$ cat src/hw/rtl/cmjd_pkg.sv
// Package for the civil date / Modified Julian Date converter.
// Holds the request and result transfer types, op codes, constants and the month table.
// Depends on nothing; the top level imports it.
`timescale 1ns / 1ps
`default_nettype none

package cmjd_pkg;

    // Op codes carried in the request.
    localparam logic OP_TO_MJD   = 1'b0;
    localparam logic OP_TO_CIVIL = 1'b1;

    // Calendar constants.
    localparam logic [11:0] YEAR_MIN       = 12'd1900;
    localparam logic [10:0] DAYS_PER_4YR   = 11'd1461;
    localparam logic [20:0] MJD_OFFSET     = 21'd679019;
    localparam logic [16:0] MJD_MIN_VALID  = 17'd15020;
    localparam logic [20:0] MJD_MAX        = 21'd131071;
    localparam logic [16:0] SEC_PER_DAY    = 17'd86400;
    localparam logic [21:0] JD_IB_BASE     = 22'd2401538;
    localparam logic [6:0]  IB_SCALE       = 7'd100;
    localparam logic [27:0] IB_BIAS        = 28'd12210;
    localparam logic [12:0] YEAR_BASE      = 13'd4715;

    // Reciprocal dividers: divisor and reciprocal shift for each use.
    localparam int YEAR_DIVISOR = 36525;
    localparam int YEAR_SHIFT   = 41;
    localparam int HOUR_DIVISOR = 3600;
    localparam int HOUR_SHIFT   = 24;
    localparam int MIN_DIVISOR  = 60;
    localparam int MIN_SHIFT    = 18;

    // One request transfer.
    typedef struct packed {
        logic        op;
        logic [11:0] civil_year;
        logic [3:0]  civil_month;
        logic [4:0]  civil_day;
        logic [4:0]  civil_hour;
        logic [5:0]  civil_minute;
        logic [5:0]  civil_second;
        logic [16:0] mjd_in;
        logic [16:0] day_seconds_in;
    } cmjd_req_t;

    // One result transfer.
    typedef struct packed {
        logic [16:0] mjd_out;
        logic [16:0] day_seconds_out;
        logic [11:0] out_year;
        logic [3:0]  out_month;
        logic [4:0]  out_day;
        logic [4:0]  out_hour;
        logic [5:0]  out_minute;
        logic [5:0]  out_second;
        logic        range_error;
    } cmjd_res_t;

    // Days spanned by k months of 30.6001 days, rounded down.
    function automatic logic [8:0] month_span(input logic [4:0] k);
        logic [8:0] span;
        case (k)
            5'd1:    span = 9'd30;
            5'd2:    span = 9'd61;
            5'd3:    span = 9'd91;
            5'd4:    span = 9'd122;
            5'd5:    span = 9'd153;
            5'd6:    span = 9'd183;
            5'd7:    span = 9'd214;
            5'd8:    span = 9'd244;
            5'd9:    span = 9'd275;
            5'd10:   span = 9'd306;
            5'd11:   span = 9'd336;
            5'd12:   span = 9'd367;
            5'd13:   span = 9'd397;
            5'd14:   span = 9'd428;
            5'd15:   span = 9'd459;
            5'd16:   span = 9'd489;
            default: span = 9'd0;
        endcase
        return span;
    endfunction

endpackage

`default_nettype wire

$ cat src/hw/rtl/cmjd_const_div.sv
// Two-stage divider by a constant: reciprocal multiply, then one correction step.
// Registers the estimate, then registers the corrected quotient and remainder; self-contained.
`timescale 1ns / 1ps
`default_nettype none

module cmjd_const_div #(
    parameter int X_W     = 17,
    parameter int Q_W     = 5,
    parameter int DIVISOR = 3600,
    parameter int SHIFT   = 24,
    parameter int REM_W   = $clog2(DIVISOR)
) (
    input  wire logic             clk,
    input  wire logic [X_W-1:0]   dividend,
    output logic      [Q_W-1:0]   quotient,
    output logic      [REM_W-1:0] remainder
);

    localparam logic [63:0] RECIP = (64'd1 << SHIFT) / 64'(DIVISOR);
    localparam int R_W = $clog2(RECIP + 64'd1);
    localparam int P_W = X_W + R_W;
    localparam logic [X_W-1:0] DIV_X = X_W'(DIVISOR);

    logic [X_W-1:0]   x_reg;
    logic [Q_W-1:0]   qest_reg;
    logic [Q_W-1:0]   quot_reg;
    logic [REM_W-1:0] rem_reg;
    logic [P_W-1:0]   prod;
    logic [P_W-1:0]   prod_sh;
    logic [X_W-1:0]   qd;
    logic [X_W-1:0]   rdiff;
    logic [Q_W-1:0]   quot_next;
    logic [REM_W-1:0] rem_next;

    // Estimate: low by at most one since the dividend stays below 2^SHIFT.
    assign prod    = P_W'(dividend) * P_W'(RECIP[R_W-1:0]);
    assign prod_sh = prod >> SHIFT;

    always_ff @(posedge clk)
    begin
        x_reg    <= dividend;
        qest_reg <= prod_sh[Q_W-1:0];
    end

    // Correction: the partial remainder is below twice the divisor.
    assign qd    = X_W'(qest_reg) * DIV_X;
    assign rdiff = x_reg - qd;

    always_comb
    begin
        if (rdiff >= DIV_X)
        begin
            quot_next = qest_reg + Q_W'(1);
            rem_next  = REM_W'(rdiff - DIV_X);
        end
        else
        begin
            quot_next = qest_reg;
            rem_next  = REM_W'(rdiff);
        end
    end

    always_ff @(posedge clk)
    begin
        quot_reg <= quot_next;
        rem_reg  <= rem_next;
    end

    assign quotient  = quot_reg;
    assign remainder = rem_reg;

endmodule

`default_nettype wire

$ cat src/hw/rtl/civil_mjd_date_converter_top.sv
// Top level of the civil date / Modified Julian Date converter pipeline.
// Depends on cmjd_pkg and cmjd_const_div.
//
// Usage:
//   A request transfer is taken at a rising edge with start high and busy low.
//   op selects civil-to-MJD or MJD-to-civil; fields of the other direction are
//   ignored and read back as zero in the result.
//   Each request gives one result, shown on result for exactly one cycle with
//   done high. Results come back in request order.
//   A request passes the stage 1 to 5 registers and the result register before done.
//   Throughput is one request per cycle: six register stages, the longest path
//   being the 28 by 26 bit reciprocal multiply of the year divider.
//   The receiver cannot stall; no back-pressure exists, so busy stays low in
//   normal operation.
//   Reset clears all valid bits and holds busy high; busy drops in the cycle after
//   reset is released. Items in flight at reset are dropped.
//   The range flag marks a year below 1900, an MJD that does not fit 17 bits,
//   or an input MJD below 15020.
`timescale 1ns / 1ps
`default_nettype none

module civil_mjd_date_converter_top
    import cmjd_pkg::*;
(
    input  wire logic      clk,
    input  wire logic      rst_n,
    input  wire logic      start,
    output logic           busy,
    input  wire cmjd_req_t request,
    output logic           done,
    output cmjd_res_t      result
);

    // Bounds on days from the start of the March-based year.
    localparam logic [21:0] DIFF_MIN = 22'd122;
    localparam logic [21:0] DIFF_MAX = 22'd489;

    // Control registers.
    logic busy_reg;
    logic v1_reg, v2_reg, v3_reg, v4_reg, v5_reg, done_reg;
    logic v1_next;

    // Stage 1 payload.
    logic        s1_op_reg;
    logic [22:0] s1_yprod_reg;
    logic [8:0]  s1_span_reg;
    logic [4:0]  s1_day_reg;
    logic [16:0] s1_dsec0_reg;
    logic        s1_ylow_reg;
    logic [21:0] s1_ib_reg;
    logic [27:0] s1_num_reg;
    logic [16:0] s1_dsec1_reg;
    logic        s1_err1_reg;

    // Stage 2 to 5 payload.
    logic        s2_op_reg, s3_op_reg, s4_op_reg, s5_op_reg;
    logic        s2_err_reg, s3_err_reg, s4_err_reg, s5_err_reg;
    logic [16:0] s2_mjd0_reg, s3_mjd0_reg, s4_mjd0_reg, s5_mjd0_reg;
    logic [16:0] s2_dsec0_reg, s3_dsec0_reg, s4_dsec0_reg, s5_dsec0_reg;
    logic [21:0] s2_ib_reg, s3_ib_reg, s4_ib_reg;
    logic [12:0] s4_c_reg, s5_c_reg;
    logic [4:0]  s4_hour_reg, s5_hour_reg;
    logic [23:0] s4_cprod_reg;
    logic [8:0]  s5_diff_reg;
    logic [3:0]  s5_e_reg;
    cmjd_res_t   res_reg;

    // Stage 1 next values.
    logic [11:0] y_adj;
    logic [3:0]  m_adj;
    logic [22:0] s1_yprod_next;
    logic [8:0]  s1_span_next;
    logic [16:0] s1_dsec0_next;
    logic        s1_ylow_next;
    logic [16:0] s1_dsec1_next;
    logic [17:0] mjd1;
    logic [21:0] s1_ib_next;
    logic [27:0] s1_num_next;
    logic        s1_err1_next;

    // Stage 2 next values.
    logic [20:0] sum0;
    logic [20:0] mjd0_full;
    logic        s2_err_next;
    logic [16:0] s2_mjd0_next;

    // Divider outputs.
    logic [12:0] c_div;
    logic [15:0] year_rem;
    logic [4:0]  hour_div;
    logic [11:0] rest_div;
    logic [5:0]  minute_div;
    logic [5:0]  second_div;

    // Stage 4 and 5 next values.
    logic [23:0] s4_cprod_next;
    logic [21:0] diff_full;
    logic [3:0]  s5_e_next;
    logic [8:0]  it1;
    logic [8:0]  dd;
    logic [3:0]  mo;
    logic [12:0] yr_full;
    cmjd_res_t   res_next;

    // Handshake: a transfer is taken whenever start is high and busy is low.
    assign v1_next = start & ~busy_reg;

    always_ff @(posedge clk or negedge rst_n)
    begin
        if (!rst_n)
        begin
            busy_reg <= 1'b1;
            v1_reg   <= 1'b0;
            v2_reg   <= 1'b0;
            v3_reg   <= 1'b0;
            v4_reg   <= 1'b0;
            v5_reg   <= 1'b0;
            done_reg <= 1'b0;
        end
        else
        begin
            busy_reg <= 1'b0;
            v1_reg   <= v1_next;
            v2_reg   <= v1_reg;
            v3_reg   <= v2_reg;
            v4_reg   <= v3_reg;
            v5_reg   <= v4_reg;
            done_reg <= v5_reg;
        end
    end

    // Stage 1, civil side: fold January and February into the year before.
    always_comb
    begin
        y_adj = request.civil_year;
        m_adj = request.civil_month;
        if (request.civil_month <= 4'd2)
        begin
            y_adj = request.civil_year - 12'd1;
            m_adj = request.civil_month + 4'd12;
        end
        s1_yprod_next = 23'(y_adj) * 23'(DAYS_PER_4YR);
        s1_span_next  = month_span(5'(m_adj) + 5'd1);
        s1_dsec0_next = 17'(17'(request.civil_hour) * 17'd3600)
                      + 17'(17'(request.civil_minute) * 17'd60)
                      + 17'(request.civil_second);
        s1_ylow_next  = (request.civil_year < YEAR_MIN);
    end

    // Stage 1, MJD side: carry a full day of seconds, then form the scaled day.
    always_comb
    begin
        s1_err1_next  = (request.mjd_in < MJD_MIN_VALID);
        s1_dsec1_next = request.day_seconds_in;
        mjd1          = 18'(request.mjd_in);
        if (request.day_seconds_in >= SEC_PER_DAY)
        begin
            s1_dsec1_next = request.day_seconds_in - SEC_PER_DAY;
            mjd1          = 18'(request.mjd_in) + 18'd1;
        end
        s1_ib_next  = 22'(mjd1) + JD_IB_BASE;
        s1_num_next = 28'(s1_ib_next) * 28'(IB_SCALE) - IB_BIAS;
    end

    always_ff @(posedge clk)
    begin
        s1_op_reg    <= request.op;
        s1_yprod_reg <= s1_yprod_next;
        s1_span_reg  <= s1_span_next;
        s1_day_reg   <= request.civil_day;
        s1_dsec0_reg <= s1_dsec0_next;
        s1_ylow_reg  <= s1_ylow_next;
        s1_ib_reg    <= s1_ib_next;
        s1_num_reg   <= s1_num_next;
        s1_dsec1_reg <= s1_dsec1_next;
        s1_err1_reg  <= s1_err1_next;
    end

    // Stage 2: finish the civil-to-MJD sum and its range checks.
    always_comb
    begin
        sum0         = 21'(s1_yprod_reg >> 2) + 21'(s1_span_reg) + 21'(s1_day_reg);
        mjd0_full    = sum0 - MJD_OFFSET;
        s2_mjd0_next = 17'd0;
        if (s1_ylow_reg || (sum0 < MJD_OFFSET) || (mjd0_full > MJD_MAX))
        begin
            s2_err_next = 1'b1;
        end
        else
        begin
            s2_err_next  = 1'b0;
            s2_mjd0_next = mjd0_full[16:0];
        end
        if (s1_op_reg == OP_TO_CIVIL)
        begin
            s2_err_next = s1_err1_reg;
        end
    end

    always_ff @(posedge clk)
    begin
        s2_op_reg    <= s1_op_reg;
        s2_err_reg   <= s2_err_next;
        s2_mjd0_reg  <= s2_mjd0_next;
        s2_dsec0_reg <= s1_dsec0_reg;
        s2_ib_reg    <= s1_ib_reg;
    end

    // Stages 2 and 3, MJD side: years since the epoch and hours of the day.
    cmjd_const_div #(
        .X_W     (28),
        .Q_W     (13),
        .DIVISOR (YEAR_DIVISOR),
        .SHIFT   (YEAR_SHIFT)
    ) u_year_div (
        .clk       (clk),
        .dividend  (s1_num_reg),
        .quotient  (c_div),
        .remainder (year_rem)
    );

    cmjd_const_div #(
        .X_W     (17),
        .Q_W     (5),
        .DIVISOR (HOUR_DIVISOR),
        .SHIFT   (HOUR_SHIFT),
        .REM_W   (12)
    ) u_hour_div (
        .clk       (clk),
        .dividend  (s1_dsec1_reg),
        .quotient  (hour_div),
        .remainder (rest_div)
    );

    always_ff @(posedge clk)
    begin
        s3_op_reg    <= s2_op_reg;
        s3_err_reg   <= s2_err_reg;
        s3_mjd0_reg  <= s2_mjd0_reg;
        s3_dsec0_reg <= s2_dsec0_reg;
        s3_ib_reg    <= s2_ib_reg;
    end

    // Stage 3: whole days in the elapsed Julian years.
    assign s4_cprod_next = 24'(c_div) * 24'(DAYS_PER_4YR);

    always_ff @(posedge clk)
    begin
        s4_op_reg    <= s3_op_reg;
        s4_err_reg   <= s3_err_reg;
        s4_mjd0_reg  <= s3_mjd0_reg;
        s4_dsec0_reg <= s3_dsec0_reg;
        s4_ib_reg    <= s3_ib_reg;
        s4_c_reg     <= c_div;
        s4_hour_reg  <= hour_div;
        s4_cprod_reg <= s4_cprod_next;
    end

    // Stages 4 and 5: minutes and seconds of the remaining hour.
    cmjd_const_div #(
        .X_W     (12),
        .Q_W     (6),
        .DIVISOR (MIN_DIVISOR),
        .SHIFT   (MIN_SHIFT)
    ) u_min_div (
        .clk       (clk),
        .dividend  (rest_div),
        .quotient  (minute_div),
        .remainder (second_div)
    );

    // Stage 4: day within the year and the month count from the month table.
    assign diff_full = s4_ib_reg - 22'(s4_cprod_reg >> 2);

    always_comb
    begin
        s5_e_next = 4'd0;
        for (int k = 1; k < 16; k++)
        begin
            if (diff_full[8:0] > month_span(5'(k)))
            begin
                s5_e_next = 4'(k);
            end
        end
    end

    always_ff @(posedge clk)
    begin
        s5_op_reg    <= s4_op_reg;
        s5_err_reg   <= s4_err_reg;
        s5_mjd0_reg  <= s4_mjd0_reg;
        s5_dsec0_reg <= s4_dsec0_reg;
        s5_c_reg     <= s4_c_reg;
        s5_hour_reg  <= s4_hour_reg;
        s5_diff_reg  <= diff_full[8:0];
        s5_e_reg     <= s5_e_next;
    end

    // Stage 5: day, month and year, then the result for either direction.
    always_comb
    begin
        it1 = month_span(5'(s5_e_reg));
        dd  = s5_diff_reg - it1;
        if (s5_e_reg >= 4'd14)
        begin
            mo = s5_e_reg - 4'd13;
        end
        else
        begin
            mo = s5_e_reg - 4'd1;
        end
        yr_full = s5_c_reg - YEAR_BASE - 13'(mo >= 4'd3);

        res_next             = '0;
        res_next.range_error = s5_err_reg;
        if (s5_op_reg == OP_TO_MJD)
        begin
            res_next.mjd_out         = s5_mjd0_reg;
            res_next.day_seconds_out = s5_dsec0_reg;
        end
        else
        begin
            res_next.out_year   = yr_full[11:0];
            res_next.out_month  = mo;
            res_next.out_day    = dd[4:0];
            res_next.out_hour   = s5_hour_reg;
            res_next.out_minute = minute_div;
            res_next.out_second = second_div;
        end
    end

    always_ff @(posedge clk)
    begin
        res_reg <= res_next;
    end

    assign busy   = busy_reg;
    assign done   = done_reg;
    assign result = res_reg;

    // Every accepted transfer comes out as a result with done high.
    a_latency_fwd: assert property (@(posedge clk) disable iff (!rst_n)
        (start && !busy) |-> ##6 done)
        else $error("accepted request did not give a result after six cycles");

    a_latency_back: assert property (@(posedge clk) disable iff (!rst_n)
        done |-> $past(start && !busy, 6))
        else $error("result without a matching request");

    // The year divider must leave the day within the March-based year.
    a_year_quot: assert property (@(posedge clk) disable iff (!rst_n)
        (v4_reg && s4_op_reg == OP_TO_CIVIL) |->
            (diff_full >= DIFF_MIN && diff_full <= DIFF_MAX))
        else $error("year quotient off by one");

    // The year divider remainder stays below its divisor.
    a_year_rem: assert property (@(posedge clk) disable iff (!rst_n)
        v3_reg |-> (year_rem < 16'(YEAR_DIVISOR)))
        else $error("year remainder out of range");

    // Time-of-day dividers must give fields in range.
    a_time_fields: assert property (@(posedge clk) disable iff (!rst_n)
        done |-> (result.out_hour < 5'd24 && result.out_minute < 6'd60
                  && result.out_second < 6'd60))
        else $error("time of day field out of range");

    a_civil_day: assert property (@(posedge clk) disable iff (!rst_n)
        (done && result.out_month != 4'd0) |-> result.out_day != 5'd0)
        else $error("civil result with a zero day");

endmodule

`default_nettype wire
$ cat config.mk
export PLATFORM = sky130hd
export DESIGN_NAME = civil_mjd_date_converter_top
export DESIGN_NICKNAME = d
export VERILOG_FILES = /design/src/hw/rtl/cmjd_pkg.sv /design/src/hw/rtl/cmjd_const_div.sv /design/src/hw/rtl/civil_mjd_date_converter_top.sv
export SDC_FILE = /design/constraint.sdc
export NUM_CORES = 2
export LEC_CHECK = 0
export BUFFER_PORTS_ARGS = -buffer_cell sky130_fd_sc_hd__buf_2
export CAP_MARGIN = 25
export CORE_AREA = 4 4 275 277
export DETAILED_ROUTE_END_ITERATION = 8
export DIE_AREA = 0 0 279 281
export PLACE_DENSITY_LB_ADDON = 0.12
export SYNTH_ARGS = -nofsm -noshare
export SYNTH_HDL_FRONTEND = slang
export SYNTH_SLANG_ARGS = --single-unit
export TNS_END_PERCENT = 30
$ cat constraint.sdc
create_clock -name clk -period 7.5 [get_ports clk]
set_input_delay 0.75 -clock clk [delete_from_list [all_inputs] [get_ports clk]]
set_output_delay 0.75 -clock clk [all_outputs]
set_load 0.02 [all_outputs]
After elaboration in Yosys (flattened, before gate mapping)
Memories as Yosys holds them, arrays and structs flattened. A register that Yosys moved wholly into a read port is not among the register bits.
Index checks and enable logic that the tools add are counted.
{ "totals": {"regBits": 530, "romBits": 432, "input_bits": 76, "out_inout_bits": 75, "elab_cells": 163, "memories": 2} }
{ "mem_list": {"columns": ["name", "depth", "width", "rd", "rd_clocked_by_memory_dff", "wr", "line_no", "text"], "rows": [
  ["(no name shown)", 32, 9, 1, 1, 0, "cmjd_pkg.sv:62", "case (k)"],
  ["(no name shown)", 16, 9, 1, 0, 0, "cmjd_pkg.sv:62", null]
]} }
{ "op_classes": {"n_addsub": 26, "n_mul": 11, "n_lt_le_gt_ge": 26, "muxes": 26, "bitwise_logic": 2, "reduce_logical": 5} }
{ "op_table": {"columns": ["op", "count"], "rows": [
  ["$gt A9 B9 Y1 const B", 7],
  ["$mul A28 B26 Y54 const B", 1],
  ["$gt A9 B8 Y1 const B", 4],
  ["$mux W4", 8],
  ["$ge A28 B16 Y1 const B", 1],
  ["$mul A13 B16 Y28 const B", 1],
  ["$sub A28 B14 Y28 const B", 1],
  ["$sub A28 B28 Y28", 1],
  ["$mul A17 B11 Y27 const B", 1],
  ["$mul A22 B5 Y26 const B", 1],
  ["$mul A5 B8 Y13 const B", 2],
  ["$mul A12 B13 Y24 const B", 1],
  ["$mux W12", 2],
  ["$mul A12 B11 Y23 const B", 1],
  ["$add A18 B22 Y22 const B", 1],
  ["$add A21 B5 Y21", 1],
  ["$add A21 B9 Y21", 1],
  ["$gt A21 B17 Y1 const B", 1],
  ["$lt A21 B20 Y1 const B", 1],
  ["$sub A21 B20 Y21 const B", 1],
  ["$mul A6 B4 Y10 const B", 2],
  ["$add A17 B1 Y18 const B", 1],
  ["$gt A9 B7 Y1 const B", 2],
  ["$mux W18", 1],
  ["other kinds (43)", 52]
]} }

Depth between registers and ports, before layout
{ "depth": {"depth_word": 16, "depth_mapped": 32, "mapped_depth_nobuf": 30} }

Modules after synthesis
Synthesis repeated with hierarchy kept, for this count alone.
{ "unflattened": {"cells_unflattened": 4756, "hier_area_um2": 48889.4} }
{ "modules_own_cells": {"columns": ["module", "instances", "cells_each", "area_each_um2", "seq_area_each_um2"], "rows": [
  ["civil_mjd_date_converter_top", 1, 2045, 21217.8, 8244.2],
  ["cmjd_const_div (u_year_div)", 1, 1994, 20340.8, 1401.3],
  ["cmjd_const_div (u_hour_div)", 1, 445, 4608.2, 780.7],
  ["cmjd_const_div (u_min_div)", 1, 272, 2722.6, 600.6]
]} }

Worst setup path after synthesis
No wires, ideal clock.
{ "synth_path": {"path_kind": "input port to flip-flop", "startpoint": "input request[7] (netlist name)", "endpoint": "register s1_num_reg[27]", "setup_ns": 0.122, "arrival_time_ns": 7.043, "required_ns": 7.378, "path_slack_ns": 0.335, "stages": 32, "path_buffers": 2, "cell_sequence": "ha_1 or4_4 a311oi_2 o21ba_1 buf_6 nor2_4 nand2_1 xor2_1 inv_1 ha_1 and3b_4 nand2b_4 a31o_2 xnor2_1 ha_1 ha_1 inv_1 fa_1 inv_1 ha_1 clkbuf_1 a41o_1 a211oi_1 o31ai_1 a41o_1 a311oi_2 a211oi_1 o21a_1 or3_1 a211oi_1 nand3_1 xor2_1"} }
{ "synth_between": {"elab_chain_cells": 5} }
{ "synth_lines": {"columns": ["item", "line_no", "text"], "rows": [
  ["start: declaration", "civil_mjd_date_converter_top.sv:29", "input wire cmjd_req_t request,"],
  ["$ge A17 B17 Y1", "civil_mjd_date_converter_top.sv:156", "if (request.day_seconds_in >= SEC_PER_DAY)"],
  ["$mux W18", "civil_mjd_date_converter_top.sv:156", null],
  ["$add A18 B22 Y22", "civil_mjd_date_converter_top.sv:161", "s1_ib_next = 22'(mjd1) + JD_IB_BASE;"],
  ["$mul A22 B5 Y26", "civil_mjd_date_converter_top.sv:162", "s1_num_next = 28'(s1_ib_next) * 28'(IB_SCALE) - IB_BIAS;"],
  ["$sub A28 B14 Y28", "civil_mjd_date_converter_top.sv:162", null],
  ["named net s1_num_next[27]", "civil_mjd_date_converter_top.sv:78", "logic [27:0] s1_num_next;"],
  ["end signal: assignment", "civil_mjd_date_converter_top.sv:174", "s1_num_reg <= s1_num_next;"],
  ["end: declaration", "civil_mjd_date_converter_top.sv:51", "logic [27:0] s1_num_reg;"]
]} }
The timed path passes the listed nets, and every way through them passes these cells.
A chain may end at the register's enable or synchronous reset.

Worst setup path after layout
{ "layout_path": {"startpoint": "register s1_num_reg[5]", "endpoint": "register u_year_div.qest_reg[10]"} }
{ "layout_between": {"elab_chain_cells": 1} }
{ "layout_lines": {"columns": ["item", "line_no", "text"], "rows": [
  ["$mul A28 B26 Y54", "cmjd_const_div.sv:36", "assign prod = P_W'(dividend) * P_W'(RECIP[R_W-1:0]);"],
  ["named net u_year_div.prod[51]", "cmjd_const_div.sv:28", "logic [P_W-1:0] prod;"],
  ["end signal: assignment", "cmjd_const_div.sv:42", "qest_reg <= prod_sh[Q_W-1:0];"],
  ["end: declaration", "cmjd_const_div.sv:25", "logic [Q_W-1:0] qest_reg;"]
]} }
The timed path passes the listed nets, and every way through them passes these cells.

==> qor.txt <==
grt total ovfl: 0
Tightest Pin Transition: 866 ps
ant diodes: 0
Cell Rows: 99
vias in the first global route: 32100
# H-tree levels: 2
outcome: complete, no violations
delay-heaviest family, CP: adder cells
detailed-route vias per instance: 5.25
post-synthesis async set-or-reset flop share: 1.32%
GP Congestion: 0.923
FF-to-FF setup slack: 380 ps
Cells after Synth: 4599
filler-free cell count of the finished design: 5855
Mapped Avg Cell Area: 10.3 µm²
FF+latch count, synth: 530
Post CTS Setup Buffer Count: 0
critical-path cell list: fa_1 -> fa_1 -> inv_1 -> fa_1 -> inv_1 -> fa_1 -> fa_1 -> fa_1 -> fa_1 -> ha_1 -> and4_1 -> a221oi_1 -> o311ai_0 -> a211oi_1 -> o41ai_2 -> and2_1 -> o21ai_0 -> o211a_1 -> o21bai_1 -> xor2_1
critical path class: flip-flop to flip-flop
Buf/Inv on CP: 2
final count of negative-setup-slack endpoints: 0
max reg flops: 73
worst-path fanout max: 5
DR WL/cell: 15.8 µm
port buffer count: 150
hpwl dp: 77600 µm
Max Cap Violations: 0
Clock Skews: 13.9 ps
Yosys warnings: 0
io pins: 151
area delta synth->final: 8.97%
slew margin rel.: 42.2%
cell mode on critical path: fa_1
Post-synth EDFFs: 0
DR iter-0 viols: 1309
fraction of layout cells with a size suffix above 1: 7.99%
Starting Density: 64.8%
worst endpoint required time: 7990 ps
Clock Latency Late Sink: 610 ps
fin crit share: 95.0%
crit path DAT: 7610 ps
dpl cell area: 49500 µm²
Nets: 6354
fmax: 140 MHz
cts bufs inserted: 57
total core area: 72800 µm²
Max Slew Vio Count: 0
via count: 30800
chip height: 281 µm
slowest CP cell: fa_1
fillers: 5513
GRT Util Overall: 24.3%
min-delay worst type: input port to flip-flop
Post-DRT Antenna Nets: 0
critical path startpoint category: flip-flop
WHS: 242 ps
Die Width: 279 µm
Tmin final: 7120 ps
antenna violations before repair: 2
register area share after synthesis: 22.6%
clock buffer depth: 3
Clk pin slew, worst setup/hold paths: 60 ps
First-pass DRT Iterations: 5
first-pass GRT wire length: 156000 µm
CTS root buf: clkbuf_16
Die Area: 78400 µm²
CTS sink cnt: 530
Final Hold Viols: 0
wirelength, routed: 92300 µm
DRC viols: 0
Placed Instances: 5749
CTS tree: yes
unrepaired setup endpoints after global routing: no
ys flop type: dfxtp_1
Design Area, Final: 51400 µm²
largest net degree at the start of global routing: 73
Post-Syn Area: 47200 µm²
synth unique cells: 110
CP Capture Type: flip-flop
maximum cell stage delay along the critical path: 600 ps
cell usage in the layout (no fill, tap or decap), types with 16 or more instances in the layout:
cell | Yosys | layout
inv_1 | 1017 | 1017
ha_1 | 864 | 864
fa_1 | 564 | 564
dfxtp_1 | 523 | 521
xnor2_1 | 214 | 214
a21oi_1 | 165 | 165
nor2_1 | 150 | 150
buf_2 | 2 | 150
nand2_1 | 127 | 127
o21ai_0 | 95 | 95
xor2_1 | 79 | 79
buf_4 | 1 | 76
nor2b_1 | 72 | 72
a21o_1 | 70 | 70
clkbuf_16 | 0 | 57
nand3_1 | 53 | 53
and2_1 | 45 | 45
nor3_1 | 43 | 43
o21bai_1 | 29 | 29
o211ai_1 | 27 | 27
o21a_1 | 26 | 26
a31oi_1 | 23 | 23
nand2b_1 | 23 | 23
a211oi_1 | 21 | 21
or3_1 | 20 | 20
mux2i_1 | 18 | 18
and3_1 | 17 | 17
nand4_1 | 16 | 16
Yosys cell counts (14+ instances only):
cell         n  share of area [%]
nand2b_1    23               0.31
fa_1       564                 24
o211ai_1    27               0.43
o21ai_0     95                1.0
nand4_1     16               0.21
or3_1       20               0.27
clkbuf_1    33               0.26
a31oi_1     23               0.31
a21oi_1    165                1.8
ha_1       864                 23
xor2_1      79                1.5
nor4_1      14               0.19
nand2_1    127                1.0
o21a_1      26               0.41
inv_1     1017                8.1
mux2i_1     18               0.38
and2_1      45               0.60
nor3_1      43               0.46
a211oi_1    21               0.33
dfxtp_1    523                 22
and3_1      17               0.23
a21o_1      70                1.1
nand3_1     53               0.56
xnor2_1    214                4.0
o21bai_1    29               0.46
nor2_1     150                1.2
nor2b_1     72               0.95
per-layer routing:
layer / wire length, µm / global-route usage (%) / vias up
met5: 7 / 0 / -
met4: 2050 / 5.63 / 2
met3: 3990 / 3.22 / 139
met2: 44000 / 41.4 / 551
met1: 42300 / 33.5 / 14700
li1: - / - / 15400
final timing paths:
| check | startpoint | end | cells past startpoint |
|---|---|---|---|
| max in group asynchronous | rst_n | busy$_DFF_PN1_ | 2 |
| worst max register to register | s1_num_reg[5]$_DFF_P_ | u_year_div.qest_reg[10]$_DFF_P_ | 20 |
| min in group asynchronous | rst_n | v3_reg$_DFF_PN0_ | 2 |
| worst max-delay path | s1_num_reg[5]$_DFF_P_ | u_year_div.qest_reg[10]$_DFF_P_ | 20 |
| worst min-delay path | request[72] | s1_op_reg$_DFF_P_ | 1 |
| worst min register to register | s4_dsec0_reg[15]$_DFF_P_ | s5_dsec0_reg[15]$_DFF_P_ | 0 |
metrics by stage:
stage | util [%] | setup TNS [ps] | setup WS (ps)
4_1_cts | 70.6 | 0 | 220
3_3_place_gp | 68.0 | 0 | 23.2
2_1_floorplan | - | 0 | 335
5_1_grt | 70.6 | 0 | 8.28
6_report | 70.6 | 0 | 376
3_5_place_dp | 68.0 | -187 | -109
timing repair:
item                                    in CTS  in global routing
hold buffers                                 1                  0
endpoints found under the setup margin       0                  3
endpoints found under the hold margin        6                  0
resized for setup                            0                  2
layout make-up:
class                           instances  area [µm²]  area share (%)
Sequential cell                       530       10600            20.7
Inverter                             1018        3820            7.43
Clock buffer                           68        1510            2.93
Tap cell                              959        1200            2.33
Timing Repair Buffer                  227        1330            2.59
Clock inverter                         37         344           0.669
Multi-Input combinational cell       3016       32600            63.3
cell families after synthesis:
logic type	after synthesis	synth area share [%]
AOI/OAI and AO/OA	603	8.68
xor gates and xnor gates	294	5.47
adders and majority gates	1428	46.9
buffers and inverters	1061	8.51
DFF	530	22.6
muxes	25	0.557
other	2	0.0159
and+or+nand+nor	656	7.35
Power is not shown: default switching activity piles up to over one toggle a cycle in this logic, so the estimate is an artifact.
